File: src/hdl/hlfs_pkg.sv
// Shared types and constants for the header/length frame sync block.
// Used by hlfs_parser, hlfs_evq and header_length_frame_sync.
`default_nettype none

package hlfs_pkg;

  localparam logic [7:0] SYNC_BYTE = 8'hFF;
  localparam logic [7:0] TYPE_C0   = 8'hC0;
  localparam logic [7:0] TYPE_C7   = 8'hC7;
  localparam logic [7:0] TYPE_CB   = 8'hCB;
  localparam logic [7:0] TYPE_CC   = 8'hCC;

  localparam int unsigned EVQ_DEPTH = 4;
  localparam int unsigned EVQ_AW    = $clog2(EVQ_DEPTH);

  localparam logic [1:0] BEAT_SYNC = 2'd0;
  localparam logic [1:0] BEAT_TYPE = 2'd1;
  localparam logic [1:0] BEAT_LEN  = 2'd2;

  typedef enum logic [1:0] {
    PH_HUNT = 2'd0,
    PH_TYPE = 2'd1,
    PH_LEN  = 2'd2,
    PH_BODY = 2'd3
  } phase_e;

  // One queued event: a whole header (three output words) or one body word.
  typedef struct packed {
    logic       is_hdr;
    logic [7:0] data;
    logic [7:0] hdr_type;
    logic       last;
    logic [8:0] frame_len;
  } event_t;

  function automatic logic valid_type(input logic [7:0] b);
    return (b == TYPE_C0) || (b == TYPE_C7) || (b == TYPE_CB) || (b == TYPE_CC);
  endfunction

endpackage

`default_nettype wire

File: src/hdl/hlfs_parser.sv
// Header/length parser: one word per cycle (take_i high) updates sync state.
// Produces one event per header or body word. Depends on hlfs_pkg.
`default_nettype none

module hlfs_parser (
  input  wire logic            clk_i,
  input  wire logic            rst_ni,
  input  wire logic            take_i,
  input  wire logic [7:0]      rx_byte_i,
  output hlfs_pkg::event_t     ev_o,
  output logic                 ev_valid_o
);
  import hlfs_pkg::*;

  phase_e     phase_q, phase_d;
  logic [7:0] type_q, type_d;
  logic [7:0] rem_q, rem_d;
  logic [8:0] len_q, len_d;
  logic [8:0] new_len;

  assign new_len = {1'b0, rx_byte_i} + 9'd2;

  always_comb begin
    phase_d = phase_q;
    if (take_i) begin
      unique case (phase_q)
        PH_HUNT: begin
          if (rx_byte_i == SYNC_BYTE) phase_d = PH_TYPE;
        end
        PH_TYPE: begin
          if (valid_type(rx_byte_i)) begin
            phase_d = PH_LEN;
          end else if (rx_byte_i == SYNC_BYTE) begin
            phase_d = PH_TYPE;
          end else begin
            phase_d = PH_HUNT;
          end
        end
        PH_LEN: begin
          if (rx_byte_i == 8'd0 || rx_byte_i == 8'd1) begin
            phase_d = PH_HUNT;
          end else begin
            phase_d = PH_BODY;
          end
        end
        PH_BODY: begin
          if (rem_q <= 8'd1) phase_d = PH_HUNT;
        end
        default: phase_d = PH_HUNT;
      endcase
    end
  end

  always_comb begin
    type_d     = type_q;
    rem_d      = rem_q;
    len_d      = len_q;
    ev_valid_o = 1'b0;
    ev_o       = '{is_hdr: 1'b0, data: rx_byte_i, hdr_type: type_q,
                   last: 1'b0, frame_len: len_q};
    unique case (phase_q)
      PH_TYPE: begin
        if (take_i && valid_type(rx_byte_i)) type_d = rx_byte_i;
      end
      PH_LEN: begin
        if (rx_byte_i != 8'd0) begin
          ev_valid_o   = 1'b1;
          ev_o.is_hdr  = 1'b1;
          ev_o.last    = (rx_byte_i == 8'd1);
          ev_o.frame_len = new_len;
          if (take_i) begin
            len_d = new_len;
            rem_d = rx_byte_i - 8'd1;
          end
        end
      end
      PH_BODY: begin
        ev_valid_o = 1'b1;
        ev_o.last  = (rem_q <= 8'd1);
        if (take_i) rem_d = (rem_q <= 8'd1) ? 8'd0 : rem_q - 8'd1;
      end
      default: begin
      end
    endcase
  end

  always_ff @(posedge clk_i or negedge rst_ni) begin
    if (!rst_ni) begin
      phase_q <= PH_HUNT;
      type_q  <= 8'd0;
      rem_q   <= 8'd0;
      len_q   <= 9'd0;
    end else begin
      phase_q <= phase_d;
      type_q  <= type_d;
      rem_q   <= rem_d;
      len_q   <= len_d;
    end
  end

endmodule

`default_nettype wire

File: src/hdl/hlfs_evq.sv
// Event queue and serializer: stores parser events and sends them one word a cycle
// while frame_stall_i is low; a header leaves as three words. Depends on hlfs_pkg.
`default_nettype none

module hlfs_evq (
  input  wire logic             clk_i,
  input  wire logic             rst_ni,
  input  wire logic             push_i,
  input  wire hlfs_pkg::event_t ev_i,
  output logic                  full_o,
  output logic                  frame_valid_o,
  input  wire logic             frame_stall_i,
  output logic [7:0]            frame_byte_o,
  output logic                  first_of_frame_o,
  output logic                  last_of_frame_o,
  output logic [8:0]            frame_length_o
);
  import hlfs_pkg::*;

  event_t              mem_q [EVQ_DEPTH];
  logic [EVQ_AW-1:0]   wr_q, rd_q;
  logic [EVQ_AW:0]     cnt_q, cnt_d;
  logic [1:0]          beat_q, beat_d;
  event_t              head;
  logic                word_out, pop;

  assign head          = mem_q[rd_q];
  assign full_o        = (cnt_q == (EVQ_AW+1)'(EVQ_DEPTH));
  assign frame_valid_o = (cnt_q != '0);
  assign word_out      = frame_valid_o && !frame_stall_i;
  assign pop           = word_out && (!head.is_hdr || beat_q == BEAT_LEN);
  assign frame_length_o = head.frame_len;

  always_comb begin
    frame_byte_o     = head.data;
    first_of_frame_o = 1'b0;
    last_of_frame_o  = head.last;
    if (head.is_hdr) begin
      case (beat_q)
        BEAT_SYNC: begin
          frame_byte_o     = SYNC_BYTE;
          first_of_frame_o = 1'b1;
          last_of_frame_o  = 1'b0;
        end
        BEAT_TYPE: begin
          frame_byte_o    = head.hdr_type;
          last_of_frame_o = 1'b0;
        end
        default: begin
        end
      endcase
    end
  end

  always_comb begin
    beat_d = beat_q;
    if (pop) begin
      beat_d = BEAT_SYNC;
    end else if (word_out) begin
      beat_d = beat_q + 2'd1;
    end
    cnt_d = cnt_q + (EVQ_AW+1)'(push_i) - (EVQ_AW+1)'(pop);
  end

  always_ff @(posedge clk_i) begin
    if (push_i) mem_q[wr_q] <= ev_i;
  end

  always_ff @(posedge clk_i or negedge rst_ni) begin
    if (!rst_ni) begin
      wr_q   <= '0;
      rd_q   <= '0;
      cnt_q  <= '0;
      beat_q <= BEAT_SYNC;
    end else begin
      if (push_i) wr_q <= wr_q + EVQ_AW'(1);
      if (pop) rd_q <= rd_q + EVQ_AW'(1);
      cnt_q  <= cnt_d;
      beat_q <= beat_d;
    end
  end

endmodule

`default_nettype wire

File: src/hdl/header_length_frame_sync.sv
// Header/length frame sync: finds 0xFF/type/length frames in a word stream.
// Each taken body word, and each header at its nonzero length word, is queued;
// a header leaves the queue as three words: sync, type and length.
// Throughput: one input word per cycle; the four-entry event queue stalls input
// only when full. Output: one word per cycle unless stalled. Reset clears state
// and queue. Depends on hlfs_pkg, hlfs_parser and hlfs_evq.
`default_nettype none

module header_length_frame_sync (
  input  wire logic       clk_i,
  input  wire logic       rst_ni,
  input  wire logic       rx_valid_i,
  output logic            rx_stall_o,
  input  wire logic [7:0] rx_byte_i,
  output logic            frame_valid_o,
  input  wire logic       frame_stall_i,
  output logic [7:0]      frame_byte_o,
  output logic            first_of_frame_o,
  output logic            last_of_frame_o,
  output logic [8:0]      frame_length_o
);
  import hlfs_pkg::*;

  event_t ev;
  logic   ev_valid, full, take;

  assign rx_stall_o = full;
  assign take       = rx_valid_i && !full;

  hlfs_parser u_parser (
    .clk_i      (clk_i),
    .rst_ni     (rst_ni),
    .take_i     (take),
    .rx_byte_i  (rx_byte_i),
    .ev_o       (ev),
    .ev_valid_o (ev_valid)
  );

  hlfs_evq u_evq (
    .clk_i            (clk_i),
    .rst_ni           (rst_ni),
    .push_i           (take && ev_valid),
    .ev_i             (ev),
    .full_o           (full),
    .frame_valid_o    (frame_valid_o),
    .frame_stall_i    (frame_stall_i),
    .frame_byte_o     (frame_byte_o),
    .first_of_frame_o (first_of_frame_o),
    .last_of_frame_o  (last_of_frame_o),
    .frame_length_o   (frame_length_o)
  );

  a_first_is_sync: assert property (@(posedge clk_i) disable iff (!rst_ni)
    frame_valid_o && first_of_frame_o |-> frame_byte_o == SYNC_BYTE)
    else $error("first word of a frame is not the sync word");

  a_first_not_last: assert property (@(posedge clk_i) disable iff (!rst_ni)
    frame_valid_o |-> !(first_of_frame_o && last_of_frame_o))
    else $error("a word is marked both first and last");

  a_len_range: assert property (@(posedge clk_i) disable iff (!rst_ni)
    frame_valid_o |-> frame_length_o >= 9'd3 && frame_length_o <= 9'd257)
    else $error("frame length out of range");

  a_first_follows: assert property (@(posedge clk_i) disable iff (!rst_ni)
    frame_valid_o && !frame_stall_i && first_of_frame_o |=>
      frame_valid_o && !first_of_frame_o && !last_of_frame_o)
    else $error("header words not sent together");

endmodule

`default_nettype wire

File: config.mk
export PLATFORM = sky130hd
export DESIGN_NAME = header_length_frame_sync
export DESIGN_NICKNAME = d
export VERILOG_FILES = /design/src/hdl/hlfs_pkg.sv /design/src/hdl/hlfs_parser.sv /design/src/hdl/hlfs_evq.sv /design/src/hdl/header_length_frame_sync.sv
export SDC_FILE = /design/constraint.sdc
export NUM_CORES = 1
export LEC_CHECK = 0
export BUFFER_PORTS_ARGS = -buffer_cell sky130_fd_sc_hd__buf_4
export CORE_MARGIN = 4
export CORE_UTILIZATION = 35
export CTS_BUF_LIST = sky130_fd_sc_hd__clkbuf_4 sky130_fd_sc_hd__clkbuf_8
export DETAILED_ROUTE_END_ITERATION = 7
export SYNTH_ARGS = -nofsm -noshare
export SYNTH_HDL_FRONTEND = slang
export SYNTH_SLANG_ARGS = --single-unit
File: constraint.sdc
create_clock -name clk_i -period 3.65 [get_ports clk_i]
set_clock_uncertainty 0.2 [all_clocks]
set_input_delay 0.73 -clock clk_i [delete_from_list [all_inputs] [get_ports clk_i]]
set_output_delay 0.73 -clock clk_i [all_outputs]
set_load 0.005 [all_outputs]
Yosys cells after proc, flatten, opt, wreduce, memory -nomap -nowiden
Memories as Yosys holds them, arrays and structs flattened.
Cells that the tools add are included.
{ "word_totals": {"reg_bits": 36, "latchBits": 0, "ram_bits": 108, "romBits": 0, "input_bits": 12, "out_inout_bits": 21, "word_cells": 87, "mem_count": 1} }
{ "classes": {"add_sub_neg": 8, "mul": 0, "n_div": 0, "order_cmp": 1, "n_eq_ne": 17, "shift": 0, "muxes": 27, "n_bitwise": 0, "n_reduce_logical": 25} }
{ "memory_table": {"columns": ["memory", "words", "width", "rd", "rd_clocked_by_memory_dff", "write_ports", "line_no", "text"], "rows": [
  ["u_evq.mem_q", 4, 27, 1, 0, 1, "hlfs_evq.sv:20", "event_t mem_q [EVQ_DEPTH];"]
]} }
{ "ops": {"columns": ["op", "count"], "rows": [
  ["$eq 8x8->1 const B", 5],
  ["$mux 8", 5],
  ["$pmux 8 s2", 2],
  ["$sub 8x1->8 const B", 2],
  ["$mux 2", 6],
  ["$mux 10", 1],
  ["$add 8x2->9 const B", 1],
  ["$mux 1", 9],
  ["$mux 9", 1],
  ["$eq 8x1->1 const B", 1],
  ["$le 8x1->1 const B", 1],
  ["$logic_not 8->1", 1],
  ["$pmux 2 s4", 1],
  ["$reduce_bool 8->1", 1],
  ["$add 2x1->2 const B", 3],
  ["$eq 2x2->1 const B", 3],
  ["$ne 2x1->1 const B", 3],
  ["$reduce_and 3->1", 2],
  ["$logic_and 1x1->1", 5],
  ["$logic_or 1x1->1", 5],
  ["$eq 2x1->1 const B", 2],
  ["$logic_not 2->1", 2],
  ["$ne 2x2->1 const B", 2],
  ["$pmux 1 s2", 2],
  ["9 further kinds", 12]
]} }

Logic depth before layout (Yosys ltp)
Gate-level depths: netlist of the first run.
{ "depth": {"depth_word": 6, "ltp_mapped": 11, "ltp_nobuf": 10} }

Cells and area by module
Synthesis of the first run repeated with hierarchy kept, for this count alone.
{ "unflattened": {"cells_unflattened": 431, "area_unflattened_um2": 6588.8} }
{ "modules_own_cells": {"columns": ["module", "n_inst", "cells_each", "area_per_inst_um2", "seq_area_each_um2"], "rows": [
  ["hlfs_evq", 1, 225, 4700.8, 3468.3],
  ["hlfs_parser", 1, 204, 1873.0, 675.6],
  ["header_length_frame_sync", 1, 2, 15.0, 0.0]
]} }

Worst setup path before layout of the first run
OpenSTA, ideal clock, no wires.
{ "synth_path": {"kind": "input -> register", "startpoint": "input rx_byte_i[4]", "endpoint": "register u_evq.cnt_q[2]", "setup_ns": 0.123, "arrival_time_ns": 2.549, "required_ns": 3.327, "setup_slack_ns": 0.778, "stages": 11, "path_buffers": 2, "path_cell_list": "buf_6 -> nor4_4 -> nand3_2 -> o211a_4 -> inv_2 -> buf_6 -> ha_1 -> inv_1 -> ha_1 -> fa_1 -> xnor2_1"} }
{ "synth_via": {"elab_chain_len": 6} }
{ "synth_lines": {"columns": ["element", "line_no", "text"], "rows": [
  ["start: declaration", "header_length_frame_sync.sv:14", "input wire logic [7:0] rx_byte_i,"],
  ["$reduce_bool 8->1", "hlfs_parser.sv:66", "if (rx_byte_i != 8'd0) begin"],
  ["$mux 1", "hlfs_parser.sv:66", null],
  ["$pmux 1 s2", "hlfs_parser.sv:61", "unique case (phase_q)"],
  ["$logic_and 1x1->1", "header_length_frame_sync.sv:42", ".push_i (take && ev_valid),"],
  ["$add 3x1->3", "hlfs_evq.sv:62", "cnt_d = cnt_q + (EVQ_AW+1)'(push_i) - (EVQ_AW+1)'(pop);"],
  ["$sub 3x1->3", "hlfs_evq.sv:62", null],
  ["via u_evq.cnt_d[2]", "hlfs_evq.sv:22", "logic [EVQ_AW:0] cnt_q, cnt_d;"],
  ["end signal: assignment", "hlfs_evq.sv:78", "cnt_q <= cnt_d;"],
  ["end: declaration", "hlfs_evq.sv:22", null]
]} }
The timed path passes the listed nets, and every way through them passes these cells.
A chain may end at the register's enable or synchronous reset.

Worst setup path after layout of the first run
{ "layout_path": {"startpoint": "register u_evq.rd_q[0]", "endpoint": "output frame_byte_o[2]"} }
{ "layout_via": {"elab_chain_len": 3} }
{ "layout_lines": {"columns": ["element", "line_no", "text"], "rows": [
  ["start: declaration", "hlfs_evq.sv:21", "logic [EVQ_AW-1:0] wr_q, rd_q;"],
  ["start signal: assignment", "hlfs_evq.sv:77", "if (pop) rd_q <= rd_q + EVQ_AW'(1);"],
  ["$mem_v2 4x27 *", null, null],
  ["$pmux 8 s2", "hlfs_evq.sv:39", "case (beat_q)"],
  ["$mux 8 *", "hlfs_evq.sv:38", "if (head.is_hdr) begin"],
  ["end: declaration", "header_length_frame_sync.sv:17", "output logic [7:0] frame_byte_o,"]
]} }
Mark *: on every way between the ends. The rest lies on a longest branch, timed or not.

==> results by group, run 1 <==
Global routing
  • Gr usage total: about an eighth
  • Largest net degree at the start of global routing: 37
  • Initial antenna violation count: 0
  • Vias in the first global route: 3635
  • GR Overflow Total: 0
  • First-pass GRT wire length: 20300 um

Worst setup path
  • Critical Path Max Stage Delay: ~600 ps
  • Crit path kind: flop to output pin
  • CP required: 2720 ps
  • Critical Path Start: u_evq.rd_q[0]
  • Slowest CP cell: mux4_2
  • CP bufs+invs: 2
  • Crit. End Element: output pin
  • Crit-path max FO: 28
  • Arrival @ worst endpoint: around 2300 ps
  • Critical path, cell by cell: buf_4 -> mux4_2 -> nand2_1 -> o21ai_0 -> buf_4
  • Most used cell, CP: buf_4
  • CP delay by family, top: buffers and inverters
  • Reg-to-reg critical path startpoint: u_evq.rd_q[0]
  • Startpoint Class: flop

Synthesis
  • Cell taking the most area after synthesis: edfxtp_1
  • Top cells by area, synth: edfxtp_1, dfrtp_1, mux4_2, ha_1, nand2_1
  • Yosys Warn Count: 0
  • Sequential fraction of the synthesis area: approximately two thirds
  • Post-Syn Nets: 447
  • Mapped Avg Cell Area: 15.3 sq um
  • FF+latch count, synth: between 100 and 150
  • Post-synth EDFFs: 108
  • Synth unique cells: 56
  • Mapped Area: ~6300 sq um
  • Async set-or-reset flop fraction in the synthesized netlist: 25.0%
  • Top FF cell, synth: edfxtp_1
  • Post-Synthesis Cells: about 420
  • Share of the synthesized area in the top cell type: ~51%

STA
  • Max-slew violation count: 0
  • Highest clock rate: about 310 MHz
  • Final setup vio count: 0
  • Final min period: about 3200 ps
  • Worst-margin pin slew: about 610 ps
  • Fin crit share: between 80% and 90%
  • Setup_tns: 0 ps
  • Unrepaired setup endpoints after global routing: false
  • Max_slew headroom: between 50% and 60%
  • Final Hold Vio Count: 0

Detailed routing
  • Final wirelength: 12500 um
  • DRT Pass-1 Iters: 4
  • Post-DR vias/cell: slightly below 5
  • Routed len/inst: about 18 um
  • Drt initial violations: roughly 220
  • DR DRC count: 0
  • Antenna viol nets, final: 0
  • Vias: approximately 3400

Power
  • Leakage: around 2.7 nW
  • PD cells: ~600 nW/um^2
  • Max rail drop VDD: just over 0.3 mV

Outcome
  • Status: complete, no violations

CTS
  • Clock sinks: 144
  • CTS Buf Count: 17
  • H-tree Lvls: 4
  • CTS tree: yes
  • Post-CTS Hold Buffers: 0
  • Postcts setup bufs: 0
  • Reg clk slew, reported paths: 70 ps
  • Clock root cell: clkbuf_8
  • CTS Buffer Depth: 2
  • CTS resizes: 0
  • Worst-Skew Late Latency: approximately 440 ps

Floorplan
  • Core area: approximately 18000 sq um
  • Die X: roughly 140 um
  • Initial core utilization: ~36%
  • Die Area: slightly above 20000 sq um
  • # rows: 48
  • Die Height: roughly 140 um
  • IO Pins: 33

Min path
  • Hold Crit Class: input port to async pin

Cells and area
  • ANT cells: 0
  • Fillers: around 1600
  • Synth-to-layout area growth: 13.3%
  • Share of cells above drive strength 1: 25.2%
  • Final nets: between 400 and 500
  • Final std cells w/o fill: 693

Place
  • Port Buffer Count: 32
  • Gpl congestion: just under 0.9
  • Hpwl dp: around 8000 um
  • Placed cell count: around 660

Job
  • Maxcap violations: 0
layout make-up:
type | count | area [sq um] | area share [%]
Sequential cell | 144 | 4150 | 57.6
Multi-Input combinational cell | 236 | 2010 | 27.9
Timing Repair Buffer | 39 | 293 | 4.07
Tap cell | 225 | 282 | 3.91
Clock buffer | 19 | 255 | 3.55
Clock inverter | 13 | 145 | 2.02
Inverter | 17 | 63.8 | 0.887
path summary, 6_finish.rpt:
check	cells past startpoint	slack, ps	end
worst min-delay path	1	60	u_evq.cnt_q[2]
max in group asynchronous	1	2800	u_evq.rd_q[0]
worst max register to register	7	940	u_evq.cnt_q[1]
worst min register to register	2	280	u_parser.len_q[3]
min in group clk_i	2	280	u_parser.len_q[3]
worst max-delay path	5	400	frame_byte_o[2]
stage by stage:
stage                     hold WS [ps]  worst slack (ps)  utilization, %  instance area, sq um  power [mW]
after CTS                         47.6               298            41.0                  7190        4.38
after detailed placement           271               486            38.7                  6790        3.12
after floorplan                    234               778               -                  6350        2.61
after global routing              62.5               196            41.0                  7190        4.56
after global placement             264               569            38.7                  6790        3.10
final                             55.3               401            41.0                  7190        4.30
power by group:
part	total, mW	internal (mW)	switching [mW]
logic	1.17	0.587	0.587
clock network	1.26	0.689	0.569
registers	1.87	1.82	0.0522
total	4.30	3.09	1.21
logic make-up after synthesis:
| family | after synthesis | share of synthesized area (%) |
|---|---|---|
| adders and majority gates | 19 | 3.86 |
| xor gates and xnor gates | 17 | 2.35 |
| DFF | 144 | 65.3 |
| muxes | 33 | 10.9 |
| AOI/OAI and AO/OA | 60 | 5.89 |
| and+or+nand+nor | 107 | 8.69 |
| buffers and inverters | 36 | 3.06 |
cells in the mapped netlist, types with 3 or more instances:
cell        n
o21ai_1     5
clkbuf_1    4
nand3_1     6
nand2_1    35
xor2_1      7
a21oi_1    11
edfxtp_1  108
nand2b_1    4
dfrtp_1    36
nor2_1     27
mux2_4      4
and2_1      8
nor2b_1     3
xnor2_1    10
mux4_2     27
inv_1      16
ha_1       18
buf_6       6
nor3_1      8
or2_2       3
buf_2       8
o21ai_0    25
layer usage:
| metal | global-route usage [%] | share of wire, % | vias to the layer above |
|---|---|---|---|
| met3 | 3.48 | 3.5 | 17 |
| met1 | 17.1 | 45 | 1753 |
| met2 | 21.8 | 50 | 52 |
| met5 | 0 | 0 | - |
| li1 | - | - | 1623 |
| met4 | 4.90 | 1.5 | 0 |
sequential cells by signal, summed over array words and instances (netlist names):
| register | flops |
|---|---|
| u_evq.wr_q | 2 |
| u_evq.cnt_q | 3 |
| u_parser.rem_q | 8 |
| u_evq.beat_q | 2 |
| u_parser.phase_q | 2 |
| u_evq.mem_q | 108 |
| u_evq.rd_q | 2 |
| u_parser.len_q | 9 |
| u_parser.type_q | 8 |
layout by cell type (no fill, tap or decap), drive strengths merged, types with 3 or more instances in the layout:
cell      Yosys  routed
edfxtp      108     108
buf          15      39
nand2        36      36
dfrtp        36      36
o21ai        30      30
nor2         27      27
mux4         27      27
clkbuf        4      19
ha           18      18
inv          17      17
a21oi        12      12
xnor2        10      10
nor3          9       9
and2          8       8
xor2          7       7
nand3         7       7
clkinv        0       7
nand2b        5       5
mux2          5       5
nor2b         4       4
or2           3       3
clkinvlp      0       3
bufinv        0       3
No activity file was read; power rests on OpenSTA's default activity.
==> inputs of run 2 (changes only) <==
--- a/config.mk
+++ b/config.mk
@@ -6,10 +6,10 @@
 export NUM_CORES = 1
 export LEC_CHECK = 0
 export BUFFER_PORTS_ARGS = -buffer_cell sky130_fd_sc_hd__buf_4
-export CORE_MARGIN = 4
-export CORE_UTILIZATION = 35
+export CORE_UTILIZATION = 55
 export CTS_BUF_LIST = sky130_fd_sc_hd__clkbuf_4 sky130_fd_sc_hd__clkbuf_8
 export DETAILED_ROUTE_END_ITERATION = 7
+export PLACE_DENSITY = 0.73
 export SYNTH_ARGS = -nofsm -noshare
 export SYNTH_HDL_FRONTEND = slang
 export SYNTH_SLANG_ARGS = --single-unit
==> run 2 against run 1 <==
Non-clock buffer count is 1 lower; die area is 41% lower; via count is 1.2% higher; setup slack better by 40 ps; clock power is 12% higher; combinational power hardly changed; final area is 0.75% lower; register-to-register slack better by 20 ps.
==> results by group, run 2 (synthesis gave the netlist of run 1 again) <==
Detailed routing
  • Final wirelength: 11900 um
  • Routed len/inst: between 15 and 20 um
  • Post-DR vias/cell: approximately 5.7
  • Drt initial violations: 262
  • Vias: about 3500
  • DR DRC count: 0
  • DRT Pass-1 Iters: 5
  • Antenna viol nets, final: 0

Power
  • Reg power frac: 42.4%
  • Sw Share: 26.4%
  • Leakage: around 2.7 nW
  • Switching pwr: 1.17 mW
  • Total power: ~4.4 mW
  • Combinational share of power: between 20% and 30%
  • Max rail drop VDD: roughly 0.34 mV
  • Int Pwr: about 3.2 mW
  • PD cells: between 600 and 700 nW/um^2
  • Clk network pwr share: 31.9%

Worst setup path
  • Reg-to-reg critical path startpoint: u_evq.rd_q[0]
  • Startpoint Class: flop
  • Critical Path Start: u_evq.rd_q[0]
  • Crit-path max FO: 28
  • CP required: roughly 2700 ps
  • Arrival @ worst endpoint: 2280 ps
  • Crit path kind: flop to output pin
  • Crit. End Element: output pin

Global routing
  • GR Overflow Total: 0
  • Grt met2 use: about 35%
  • Met3 GRT Util: ~6.3%
  • Initial antenna violation count: 0
  • First-pass GRT wire length: between 15000 and 20000 um
  • Gr usage total: about 22%
  • Vias in the first global route: between 3000 and 4000
  • Grt peak-use layer: met2
  • Largest net degree at the start of global routing: 37
  • M1 GR Usage: 29.4%

CTS
  • H-tree Lvls: 4
  • Reg clk slew, reported paths: about 70 ps
  • Clock sinks: approximately 140
  • Worst-Skew Late Latency: about 440 ps
  • CTS tree: yes
  • Clock root cell: clkbuf_8
  • CTS Buf Count: 17
  • Post-CTS Hold Buffers: 0
  • CTS Buffer Depth: 2

Cells and area
  • Synth-to-layout area growth: 12.5%
  • ANT cells: 0
  • Final nets: approximately 490
  • Commonest non-fill, non-tap cell in the layout: edfxtp_1
  • Largest regs: u_evq.mem_q x108, u_parser.len_q x9
  • Most frequent cells in the layout: edfxtp_1, buf_4, nand2_1, dfrtp_1
  • Share of cells above drive strength 1: roughly a quarter
  • Biggest register: u_evq.mem_q
  • Largest register FFs: ~110
  • Final std cells w/o fill: between 600 and 700

Outcome
  • Status: complete, no violations

Job
  • Maxcap violations: 0

STA
  • Highest clock rate: 312 MHz
  • Final Hold Vio Count: 0
  • Unrepaired setup endpoints after global routing: false
  • Worst-margin pin slew: 594 ps
  • Final setup vio count: 0
  • Fin crit share: around 90%
  • Final min period: between 3000 and 4000 ps
  • Max-slew violation count: 0
  • Setup_tns: 0 ps
  • Max_slew headroom: about three fifths

Place
  • Gpl congestion: between 0.8 and 0.9
  • Hpwl dp: 7330 um
  • Placed cell count: between 500 and 600
  • Port Buffer Count: 32

Floorplan
  • IO Pins: 33
  • Core area: about 11000 sq um
  • Die X: roughly 110 um
  • Initial core utilization: a little under three fifths
  • Die Height: ~110 um
  • # rows: 38
  • Die Area: roughly 12000 sq um

Min path
  • Hold Crit Class: input port to async pin
[run 2: power by group through the flow]
stage / combinational (mW) / clock, mW / sequential [mW]
after floorplan: 0.722 / 0 / 1.89
after global placement: 1.12 / 0 / 1.90
after detailed placement: 1.15 / 0 / 1.90
after CTS: 1.16 / 1.44 / 1.87
after global routing: 1.26 / 1.51 / 1.88
final: 1.14 / 1.41 / 1.87
[run 2: final timing paths]
| check | to | depth (start not counted) | slack, ps |
|---|---|---|---|
| min | u_evq.cnt_q[0] | 1 | 60 |
| min reg2reg | u_parser.len_q[7] | 2 | 280 |
| max in group asynchronous | u_evq.rd_q[0] | 1 | 2810 |
| max | frame_byte_o[3] | 5 | 440 |
| max reg2reg | u_evq.cnt_q[2] | 8 | 960 |
| min in group clk_i | u_parser.len_q[7] | 2 | 280 |
[run 2: area by class of cell]
cell class	instances	area [sq um]
Sequential cell	144	4150
Fill cell	792	3890
Multi-Input combinational cell	236	2010
Timing Repair Buffer	38	285
Clock buffer	20	269
Clock inverter	12	188
Tap cell	140	175
Inverter	17	63.8
[run 2: worst max-delay path: stages, from the launching register on]
cell and delay [ps]:
dfrtp_2 380, buf_4 480, mux4_2 590, nor2_1 100, o21ai_0 100, buf_4 170
[run 2: metrics by stage]
step	hold slack [ps]	worst slack, ps	utilization [%]	cell area, sq um
finish	60.9	440	64.7	7140
CTS	48.4	163	64.7	7140
global placement	263	557	60.5	6680
global route	59.0	214	64.7	7140
detailed placement	271	473	60.5	6680
floorplan	234	778	-	6350
[run 2: repair_timing]
action | CTS | global route
buffers inserted | 0 | 0
resized for setup | 0 | 1
setup endpoints to repair | 0 | 8
[run 2: routing by layer]
metal  vias to the layer above  wire length (um)
li1                       1618                 -
met5                         -                 0
met2                        97              5910
met4                         0               167
met1                      1758              5260
met3                        13               550
